**src/rtl/rwsr_pkg.sv**
```systemverilog
// Shared types and constants for the ring window sum/range block.
// No dependencies; compiled first.
package rwsr_pkg;

    localparam int SAMPLE_W = 16;
    localparam int SUM_W    = 22;
    localparam int WLEN_W   = 7;
    localparam int LOOK_W   = 6;
    localparam int ADDR_W   = 3;
    localparam int DATA_W   = 32;

    localparam int MAX_WINDOW = 64;
    localparam logic [SAMPLE_W-1:0] MIN_SEED = 16'd32000;

    localparam logic [WLEN_W-1:0] WLEN_RESET = 7'd16;
    localparam logic [LOOK_W-1:0] LOOK_RESET = 6'd0;

    // register byte addresses
    localparam logic [ADDR_W-1:0] REG_WINDOW_LENGTH  = 3'd0;
    localparam logic [ADDR_W-1:0] REG_LOOKBACK_STEPS = 3'd4;

    // controller -> datapath
    typedef struct packed {
        logic accept;
        logic issue_look;
        logic issue_walk;
        logic load_out;
    } t_cmd;

    // datapath -> controller
    typedef struct packed {
        logic walk_last;
        logic win_empty;
    } t_stat;

endpackage

```
**src/rtl/rwsr_if.sv**
```systemverilog
// Valid/ready channel interfaces for the sample input and the result output.
// Depends on rwsr_pkg for field widths.
interface rwsr_in_if;
    logic                           valid;
    logic                           ready;
    logic [rwsr_pkg::SAMPLE_W-1:0]  sample;

    modport source (output valid, output sample, input ready);
    modport sink   (input valid, input sample, output ready);
endinterface

interface rwsr_out_if;
    logic                           valid;
    logic                           ready;
    logic [rwsr_pkg::SUM_W-1:0]     window_sum;
    logic [rwsr_pkg::SAMPLE_W-1:0]  window_range;
    logic [rwsr_pkg::SAMPLE_W-1:0]  past_sample;

    modport source (output valid, output window_sum, output window_range,
                    output past_sample, input ready);
    modport sink   (input valid, input window_sum, input window_range,
                    input past_sample, output ready);
endinterface

```
**src/rtl/ring_window_sum_range_core.sv**
```systemverilog
// Moving sum and range over a ring of samples; top level with APB registers.
// Depends on rwsr_pkg, rwsr_if, rwsr_ctrl, rwsr_dp.
//
// Usage:
//   i_in  : one 16-bit sample per transfer (valid/ready).
//   o_out : one result per sample: sum of the newest window_length samples,
//           their max minus min (min seeded at 32000, floored at zero), and
//           the sample lookback_steps places back (zero is newest).
//   APB   : window_length at 0x0, lookback_steps at 0x4; write only while idle.
// Flow: one item at a time; the walk reads n window entries, with
//   n = window_length saturated to min(64, DEPTH), and a new sample is
//   taken only once the result for the one in work is loaded. The single
//   RAM read port walks one window entry per cycle.
// The next sample is taken as soon as a result is loaded, even if the
//   receiver has not yet taken it; a stalled receiver holds the result and
//   blocks the following result load until the transfer happens.
// Reset: ring reads as zero (a fill count masks unwritten entries, no
//   clearing pass), write slot to zero, registers to 16 and 0.
module ring_window_sum_range_core #(
    parameter int DEPTH = 64
) (
    input  logic                           i_clk,
    input  logic                           i_rst_n,
    rwsr_in_if.sink                        i_in,
    rwsr_out_if.source                     o_out,
    input  logic                           psel,
    input  logic                           penable,
    input  logic                           pwrite,
    input  logic [rwsr_pkg::ADDR_W-1:0]    paddr,
    input  logic [rwsr_pkg::DATA_W-1:0]    pwdata,
    output logic [rwsr_pkg::DATA_W-1:0]    prdata,
    output logic                           pready
);
    import rwsr_pkg::*;

    logic [WLEN_W-1:0] r_window_length;
    logic [LOOK_W-1:0] r_lookback_steps;
    logic              cfg_wr;
    t_cmd              cmd;
    t_stat             stat;

    assign pready = 1'b1;
    assign cfg_wr = psel & penable & pwrite;

    always_ff @(posedge i_clk) begin
        if (!i_rst_n) begin
            r_window_length  <= WLEN_RESET;
            r_lookback_steps <= LOOK_RESET;
        end else if (cfg_wr) begin
            case (paddr)
                REG_WINDOW_LENGTH:  r_window_length  <= pwdata[WLEN_W-1:0];
                REG_LOOKBACK_STEPS: r_lookback_steps <= pwdata[LOOK_W-1:0];
                default: begin
                end
            endcase
        end
    end

    always_comb begin
        case (paddr)
            REG_WINDOW_LENGTH:  prdata = DATA_W'(r_window_length);
            REG_LOOKBACK_STEPS: prdata = DATA_W'(r_lookback_steps);
            default:            prdata = '0;
        endcase
    end

    rwsr_ctrl u_ctrl (
        .i_clk       (i_clk),
        .i_rst_n     (i_rst_n),
        .i_in_valid  (i_in.valid),
        .i_out_ready (o_out.ready),
        .i_stat      (stat),
        .o_cmd       (cmd),
        .o_in_ready  (i_in.ready),
        .o_out_valid (o_out.valid)
    );

    rwsr_dp #(
        .DEPTH (DEPTH)
    ) u_dp (
        .i_clk            (i_clk),
        .i_rst_n          (i_rst_n),
        .i_cmd            (cmd),
        .o_stat           (stat),
        .i_sample         (i_in.sample),
        .i_window_length  (r_window_length),
        .i_lookback_steps (r_lookback_steps),
        .o_window_sum     (o_out.window_sum),
        .o_window_range   (o_out.window_range),
        .o_past_sample    (o_out.past_sample)
    );

endmodule

```
**src/rtl/rwsr_ram.sv**
```systemverilog
// Generic single-write, single-read RAM with registered read data.
// No dependencies.
module rwsr_ram #(
    parameter int WIDTH = 16,
    parameter int DEPTH = 64
) (
    input  logic                       i_clk,
    input  logic                       i_we,
    input  logic [$clog2(DEPTH)-1:0]   i_waddr,
    input  logic [WIDTH-1:0]           i_wdata,
    input  logic                       i_re,
    input  logic [$clog2(DEPTH)-1:0]   i_raddr,
    output logic [WIDTH-1:0]           o_rdata
);

    logic [WIDTH-1:0] r_mem [DEPTH];
    logic [WIDTH-1:0] r_rdata;

    always_ff @(posedge i_clk) begin
        if (i_we) begin
            r_mem[i_waddr] <= i_wdata;
        end
        if (i_re) begin
            r_rdata <= r_mem[i_raddr];
        end
    end

    assign o_rdata = r_rdata;

endmodule

```
**src/rtl/rwsr_ctrl.sv**
```systemverilog
// Sequencer for one item: write, lookback read, window walk, result load.
// Depends on rwsr_pkg for the command and status structs.
module rwsr_ctrl (
    input  logic           i_clk,
    input  logic           i_rst_n,
    input  logic           i_in_valid,
    input  logic           i_out_ready,
    input  rwsr_pkg::t_stat i_stat,
    output rwsr_pkg::t_cmd  o_cmd,
    output logic           o_in_ready,
    output logic           o_out_valid
);
    import rwsr_pkg::*;

    typedef enum logic [4:0] {
        S_IDLE = 5'b00001,
        S_LOOK = 5'b00010,
        S_WALK = 5'b00100,
        S_LAST = 5'b01000,
        S_HOLD = 5'b10000
    } t_state;

    t_state r_state, n_state;
    logic   r_out_valid, n_out_valid;
    t_cmd   cmd;

    always_comb begin
        n_state     = r_state;
        n_out_valid = r_out_valid;
        cmd         = '0;
        if (r_out_valid && i_out_ready) begin
            n_out_valid = 1'b0;
        end
        case (r_state)
            S_IDLE: begin
                if (i_in_valid) begin
                    cmd.accept = 1'b1;
                    n_state    = S_LOOK;
                end
            end
            S_LOOK: begin
                cmd.issue_look = 1'b1;
                n_state = i_stat.win_empty ? S_LAST : S_WALK;
            end
            S_WALK: begin
                cmd.issue_walk = 1'b1;
                if (i_stat.walk_last) begin
                    n_state = S_LAST;
                end
            end
            S_LAST: begin
                // last read data lands in the accumulators (for an empty window, in the past sample) here
                n_state = S_HOLD;
            end
            S_HOLD: begin
                if (!r_out_valid || i_out_ready) begin
                    cmd.load_out = 1'b1;
                    n_out_valid  = 1'b1;
                    n_state      = S_IDLE;
                end
            end
            default: begin
                n_state = S_IDLE;
            end
        endcase
    end

    always_ff @(posedge i_clk) begin
        if (!i_rst_n) begin
            r_state     <= S_IDLE;
            r_out_valid <= 1'b0;
        end else begin
            r_state     <= n_state;
            r_out_valid <= n_out_valid;
        end
    end

    assign o_cmd       = cmd;
    assign o_in_ready  = (r_state == S_IDLE);
    assign o_out_valid = r_out_valid;

endmodule

```
**src/rtl/rwsr_dp.sv**
```systemverilog
// Datapath: ring RAM, write slot, fill count, window walk and accumulators.
// Depends on rwsr_pkg and rwsr_ram.
module rwsr_dp #(
    parameter int DEPTH = 64
) (
    input  logic                            i_clk,
    input  logic                            i_rst_n,
    input  rwsr_pkg::t_cmd                  i_cmd,
    output rwsr_pkg::t_stat                 o_stat,
    input  logic [rwsr_pkg::SAMPLE_W-1:0]   i_sample,
    input  logic [rwsr_pkg::WLEN_W-1:0]     i_window_length,
    input  logic [rwsr_pkg::LOOK_W-1:0]     i_lookback_steps,
    output logic [rwsr_pkg::SUM_W-1:0]      o_window_sum,
    output logic [rwsr_pkg::SAMPLE_W-1:0]   o_window_range,
    output logic [rwsr_pkg::SAMPLE_W-1:0]   o_past_sample
);
    import rwsr_pkg::*;

    localparam int AW    = $clog2(DEPTH);
    localparam int CW    = $clog2(DEPTH + 1);
    localparam int CMPW  = (CW > WLEN_W) ? CW : WLEN_W;
    localparam int MAXW  = (DEPTH < MAX_WINDOW) ? DEPTH : MAX_WINDOW;
    localparam int LOOKN = 2 ** LOOK_W;

    // lookback modulo DEPTH, resolved at elaboration
    logic [AW-1:0] mod_lut [LOOKN];
    for (genvar k = 0; k < LOOKN; k++) begin : g_mod
        assign mod_lut[k] = AW'(k % DEPTH);
    end

    logic [AW-1:0]       r_wr_slot;
    logic [AW-1:0]       r_newest;
    logic [CW-1:0]       r_fill;
    logic [WLEN_W-1:0]   r_n;
    logic [WLEN_W-1:0]   r_walk_cnt;
    logic [AW-1:0]       r_walk_addr;
    logic                r_rd_vld;
    logic                r_rd_look;
    logic                r_rd_ok;
    logic [SUM_W-1:0]    r_sum;
    logic [SAMPLE_W-1:0] r_min;
    logic [SAMPLE_W-1:0] r_max;
    logic [SAMPLE_W-1:0] r_past;
    logic [SUM_W-1:0]    r_out_sum;
    logic [SAMPLE_W-1:0] r_out_range;
    logic [SAMPLE_W-1:0] r_out_past;

    logic [AW-1:0]       look_back;
    logic [AW-1:0]       look_addr;
    logic [AW-1:0]       rd_addr;
    logic                rd_ok;
    logic [SAMPLE_W-1:0] rd_data;
    logic [SAMPLE_W-1:0] x;
    logic [WLEN_W-1:0]   n_sat;
    logic [SAMPLE_W-1:0] range;

    assign look_back = mod_lut[i_lookback_steps];
    assign look_addr = (r_newest >= look_back) ? (r_newest - look_back)
                     : AW'((AW+1)'(r_newest) + (AW+1)'(DEPTH) - (AW+1)'(look_back));

    assign rd_addr = i_cmd.issue_look ? look_addr : r_walk_addr;
    // entries older than the fill count were never written and read as zero
    assign rd_ok   = i_cmd.issue_look ? (CMPW'(look_back) < CMPW'(r_fill))
                                      : (CMPW'(r_walk_cnt) < CMPW'(r_fill));

    assign n_sat = (i_window_length > WLEN_W'(MAXW)) ? WLEN_W'(MAXW) : i_window_length;

    rwsr_ram #(
        .WIDTH (SAMPLE_W),
        .DEPTH (DEPTH)
    ) u_ring (
        .i_clk   (i_clk),
        .i_we    (i_cmd.accept),
        .i_waddr (r_wr_slot),
        .i_wdata (i_sample),
        .i_re    (i_cmd.issue_look | i_cmd.issue_walk),
        .i_raddr (rd_addr),
        .o_rdata (rd_data)
    );

    assign x     = r_rd_ok ? rd_data : '0;
    assign range = (r_max > r_min) ? (r_max - r_min) : '0;

    always_ff @(posedge i_clk) begin
        if (!i_rst_n) begin
            r_wr_slot <= '0;
            r_fill    <= '0;
            r_rd_vld  <= 1'b0;
        end else begin
            r_rd_vld <= i_cmd.issue_look | i_cmd.issue_walk;
            if (i_cmd.accept) begin
                r_wr_slot <= (r_wr_slot == AW'(DEPTH - 1)) ? '0 : r_wr_slot + 1'b1;
                if (r_fill != CW'(DEPTH)) begin
                    r_fill <= r_fill + 1'b1;
                end
            end
        end
    end

    always_ff @(posedge i_clk) begin
        r_rd_look <= i_cmd.issue_look;
        r_rd_ok   <= rd_ok;
        if (i_cmd.accept) begin
            r_newest    <= r_wr_slot;
            r_walk_addr <= r_wr_slot;
            r_walk_cnt  <= '0;
            r_n         <= n_sat;
            r_sum       <= '0;
            r_min       <= MIN_SEED;
            r_max       <= '0;
        end
        if (i_cmd.issue_walk) begin
            r_walk_cnt  <= r_walk_cnt + 1'b1;
            r_walk_addr <= (r_walk_addr == '0) ? AW'(DEPTH - 1) : r_walk_addr - 1'b1;
        end
        if (r_rd_vld && r_rd_look) begin
            r_past <= x;
        end
        if (r_rd_vld && !r_rd_look) begin
            r_sum <= r_sum + SUM_W'(x);
            if (x < r_min) begin
                r_min <= x;
            end
            if (x > r_max) begin
                r_max <= x;
            end
        end
        if (i_cmd.load_out) begin
            r_out_sum   <= r_sum;
            r_out_range <= range;
            r_out_past  <= r_past;
        end
    end

    assign o_stat.walk_last = (r_walk_cnt == r_n - 1'b1);
    assign o_stat.win_empty = (r_n == '0);

    assign o_window_sum   = r_out_sum;
    assign o_window_range = r_out_range;
    assign o_past_sample  = r_out_past;

endmodule

```
**src/flat_wrapper.sv**
```systemverilog
// flat-port wrapper written by rule: the top's interface ports become plain ports
module ring_window_sum_range_core_flat import rwsr_pkg::*;
#(
    parameter int DEPTH = 64
)
  (i_clk, i_rst_n, psel, penable, pwrite, paddr, pwdata, prdata, pready, i_in_valid, i_in_sample, i_in_ready, o_out_valid, o_out_window_sum, o_out_window_range, o_out_past_sample, o_out_ready);
  rwsr_in_if i_in_i ();
  rwsr_out_if o_out_i ();
  input  logic i_clk;
  input  logic i_rst_n;
  input  logic psel;
  input  logic penable;
  input  logic pwrite;
  input  logic [rwsr_pkg::ADDR_W-1:0] paddr;
  input  logic [rwsr_pkg::DATA_W-1:0] pwdata;
  output logic [rwsr_pkg::DATA_W-1:0] prdata;
  output logic pready;
  input wire logic [$bits(i_in_i.valid)-1:0] i_in_valid;
  input wire logic [$bits(i_in_i.sample)-1:0] i_in_sample;
  output wire logic [$bits(i_in_i.ready)-1:0] i_in_ready;
  output wire logic [$bits(o_out_i.valid)-1:0] o_out_valid;
  output wire logic [$bits(o_out_i.window_sum)-1:0] o_out_window_sum;
  output wire logic [$bits(o_out_i.window_range)-1:0] o_out_window_range;
  output wire logic [$bits(o_out_i.past_sample)-1:0] o_out_past_sample;
  input wire logic [$bits(o_out_i.ready)-1:0] o_out_ready;
  assign i_in_i.valid = i_in_valid;
  assign i_in_i.sample = i_in_sample;
  assign i_in_ready = i_in_i.ready;
  assign o_out_valid = o_out_i.valid;
  assign o_out_window_sum = o_out_i.window_sum;
  assign o_out_window_range = o_out_i.window_range;
  assign o_out_past_sample = o_out_i.past_sample;
  assign o_out_i.ready = o_out_ready;
  ring_window_sum_range_core #(.DEPTH(DEPTH)) u_core (.i_clk(i_clk), .i_rst_n(i_rst_n), .i_in(i_in_i), .o_out(o_out_i), .psel(psel), .penable(penable), .pwrite(pwrite), .paddr(paddr), .pwdata(pwdata), .prdata(prdata), .pready(pready));
endmodule
```
**config.mk**
```make
export PLATFORM = sky130hd
export DESIGN_NAME = ring_window_sum_range_core_flat
export DESIGN_NICKNAME = d
export VERILOG_FILES = /design/src/rtl/rwsr_pkg.sv /design/src/rtl/rwsr_if.sv /design/src/rtl/ring_window_sum_range_core.sv /design/src/rtl/rwsr_ram.sv /design/src/rtl/rwsr_ctrl.sv /design/src/rtl/rwsr_dp.sv /design/src/flat_wrapper.sv
export SDC_FILE = /design/constraint.sdc
export NUM_CORES = 2
export LEC_CHECK = 0
export ABC_CLOCK_PERIOD_IN_PS = 4800
export BUFFER_PORTS_ARGS = -buffer_cell sky130_fd_sc_hd__buf_2
export CAP_MARGIN = 5
export CELL_PAD_IN_SITES_DETAIL_PLACEMENT = 1
export CELL_PAD_IN_SITES_GLOBAL_PLACEMENT = 1
export CORE_MARGIN = 2
export CORE_UTILIZATION = 54
export DETAILED_ROUTE_END_ITERATION = 16
export GPL_ROUTABILITY_DRIVEN = 0
export PLACE_DENSITY = 0.87
export SETUP_SLACK_MARGIN = 0.1
export SLEW_MARGIN = 20
export SYNTH_ARGS = -nofsm -noshare
export SYNTH_HDL_FRONTEND = slang
export SYNTH_HIERARCHICAL = 1
export SYNTH_SLANG_ARGS = --single-unit
```
**constraint.sdc**
```tcl
create_clock -name i_clk -period 4.8 [get_ports i_clk]
set_input_delay 0.48 -clock i_clk [delete_from_list [all_inputs] [get_ports i_clk]]
set_output_delay 0.48 -clock i_clk [all_outputs]
set_load 0.02 [all_outputs]
```
==> flow_summary.json <==
{
  "coreArea_mm2": 0.09333,
  "wl_met3_um": 10310,
  "start_util_pct": 54.45,
  "synth_compound_area_share_pct": 4.254,
  "tightest_slew_ns": 1.120,
  "routed.top_layer": "met5",
  "htreeDepth": 3,
  "holdCritStartpoint": "pwdata[1]",
  "synth-edff-count": 1158,
  "grt_overflow": 0,
  "fin_worst_skew_ns": 0.05268,
  "clk_pin_slew_ns": 0.06,
  "drc": 0,
  "io_buffers": 95,
  "grt_pass1_vias": 30440,
  "synth-simple-area-share_pct": 5.372,
  "clk_latency_ns": 0.72,
  "cts_root_buffer": "clkbuf_16",
  "fmax_ghz": 0.2246,
  "place_area_mm2": 0.05307,
  "crit_path_start": "u_core/r_lookback_steps[0]$_SDFFE_PN0P_",
  "crit_fanout": 23,
  "cp_data_arrival_time_ns": 4.85,
  "finalPower_mw": 23.34,
  "routedWlPerCell_um": 31.73,
  "hold_viol": 0,
  "antenna_found_initial": 2,
  "die-area_mm2": 0.09658,
  "grt_max_degree": 73,
  "hold_buffers": 0,
  "die_h_um": 310.8,
  "synth_top_family_by_area": "multiplexers",
  "met1Wirelength_um": 51090,
  "ys_top_cells_by_area": "edfxtp_1, mux4_2, mux2i_1",
  "fin_area_mm2": 0.05677,
  "place_hpwl_um": 83810,
  "setup-violations-final": 0,
  "grt_pass1_wl_um": 206600,
  "final_antenna_net_count": 0,
  "fp.dieW_um": 310.8,
  "synth_area_leader_cell": "edfxtp_1",
  "p_leak_nw": 19.01,
  "fin_crit_sh_pct": 92.76,
  "hold_path_class": "in -> reg",
  "cap_violations": 0,
  "ys_ff_latch": 1225,
  "final_layout_size_suffix_gt1_share_pct": 21.88,
  "tns_ns": 0,
  "rsz0062_at_grt": "false",
  "track_usage_pct": 29.10,
  "dr_wl_met2_um": 72380,
  "hold_ws_ns": 0.06187,
  "ir_drop_uv": 374.4,
  "netlist_area_mm2": 0.05082,
  "clock_path_buffers": 3,
  "drtPass1Iterations": 5,
  "avgSynthCellArea_um2": 17.83,
  "wl_um": 140300,
  "slew_headroom_pct": 25.08,
  "synth_top_area_share_pct": 68.42,
  "r2r_start": "u_core/r_lookback_steps[0]$_SDFFE_PN0P_",
  "ys_seq_area_share_pct": 71.06,
  "fin_util_pct": 60.83,
  "end_kind": "flip-flop",
  "layout.nets": 3209,
  "post_cts_buffers": 0,
  "clkSinkCount": 1225,
  "drt_iter0_drc": 3270,
  "num-fill-cells": 8161,
  "ys_types": 93,
  "critPathKind": "reg -> reg",
  "cts_tree": "done",
  "path_buf_inv": 1,
  "synth_cells": 2851,
  "synth-xor-area-share_pct": 0.9134,
  "max_stage_delay_ns": 0.75,
  "async_reset_ff_share_pct": 0,
  "synth-adder-area-share_pct": 2.139,
  "finalMaxSlewViolations": 0,
  "core.rowCount": 112,
  "cts_resized": 0,
  "cts_made_buffers": 118,
  "worst_path_max_delay_cell": "and2_1",
  "io_pins": 147,
  "pwr_density_cell_mw_per_mm2": 411.2,
  "viasPerCell": 6.464,
  "num_vias": 28590,
  "synth_mux_area_share_pct": 13.44,
  "crit_family": "compound AO/OA/AOI/OAI gates",
  "area_delta_synth_final_pct": 11.70,
  "start_kind": "flip-flop",
  "ys.flop_type": "edfxtp_1",
  "cp.required_ns": 5.20,
  "crit_chain": "ha_1 > fa_1 > inv_1 > a21o_1 > a21oi_1 > xnor2_1 > mux2_2 > and2_1 > a22oi_1 > a311oi_1",
  "yosys_warnings": 6,
  "finalCriticalPeriod_ns": 4.453,
  "outcome": "finished, final reports clean"
}
-- cell type report --
type / count / area [um2] / share of cell area, %
multi-input cells: 1406 / 13440 / 23.67
clock inverters: 70 / 573.1 / 1.009
well taps: 1254 / 1569 / 2.764
diodes: 1 / 2.502 / 0.004408
repair buffers: 236 / 1644 / 2.896
inverters: 84 / 317.8 / 0.5598
clock buffers: 147 / 3114 / 5.486
flip-flops and latches: 1225 / 36110 / 63.61
-- cells in the final DEF (no fill, tap or decap), types with 10 or more instances in the layout --
cell	count
mux2_2	30
a21oi_1	64
a211oi_1	12
nand3_1	44
a22oi_1	39
a31oi_1	17
xnor2_1	37
nor2_1	141
or3_1	10
edfxtp_1	1158
nand4_1	30
nor2b_1	49
clkbuf_16	120
a21o_1	29
nand2_1	128
clkinv_1	29
o21ai_0	34
buf_4	137
a221oi_1	19
nand2b_1	41
conb_1	26
mux4_2	220
clkbuf_1	26
and2_1	15
inv_1	82
dfxtp_1	67
clkinv_2	23
xor2_1	16
mux2i_1	140
ha_1	78
buf_2	91
a311oi_1	10
nor3_1	17
-- flip-flops by register name, indices dropped and copies added, names as in the netlist, 16 cells and up --
register and count:
u_core/u_dp/u_ring/o_rdata 16, u_core/u_dp/u_ring/r_mem 1024, u_core/u_dp/r_min 16, u_core/u_dp/r_past 16
u_core/u_dp/o_window_sum 22, u_core/u_dp/r_max 16, u_core/u_dp/o_past_sample 16, u_core/u_dp/o_window_range 16
u_core/u_dp/r_sum 22
-- cells by family after synthesis --
kind of cell | after synthesis
compound gates | 305
flops | 1225
xor+xnor | 53
simple gates | 538
mux | 397
buf+inv | 244
fa+ha+maj | 87
other cells | 2
-- routing by layer --
| metal | vias up | global-route usage, % |
|---|---|---|
| met3 | 365 | 4.805 |
| met2 | 1603 | 50.29 |
| met1 | 14920 | 36.43 |
| li1 | 11710 | - |
| met5 | - | 0 |
| met4 | 2 | 12.69 |
-- report_power, final --
part           internal [mW]  switching [mW]
Combinational          0.953            1.53
Clock                   4.97            4.02
Sequential              11.8          0.0858
-- synthesized netlist by cell type (all sizes together) (29+ instances only) --
cell / count
clkbuf: 47
mux2i: 142
nand2b: 43
a21oi: 64
edfxtp: 1158
mux4: 224
inv: 83
dfxtp: 67
buf: 113
nor2: 144
nor2b: 50
nand3: 44
a21o: 29
a22oi: 39
xnor2: 37
nand4: 30
ha: 78
nand2: 131
mux2: 31
o21ai: 40
-- path summary, 6_finish.rpt --
kind	to	slack, ns	depth (start not counted)
worst max-delay path	u_core/u_dp/u_ring/o_rdata[3]$_DFFE_PP_	0.35	10
worst min-delay path	u_core/r_window_length[1]$_SDFFE_PN0P_	0.06	3
worst max register to register	u_core/u_dp/u_ring/o_rdata[3]$_DFFE_PP_	0.35	10
worst min register to register	u_core/u_dp/o_past_sample[6]$_DFFE_PP_	0.42	0
-- stage by stage --
step	cells	worst slack, ns
floorplan	2875	1.244
global placement	4205	0.7398
detailed placement	4205	0.5091
CTS	4422	0.4317
global route	4422	0.3582
finish	4423	0.3474
-- tightest hold or removal path, cell delays in order --
cell and delay, ns:
buf_2 0.10, nand2_1 0.07, mux2i_1 0.07
(Power assumes the default switching activity.)
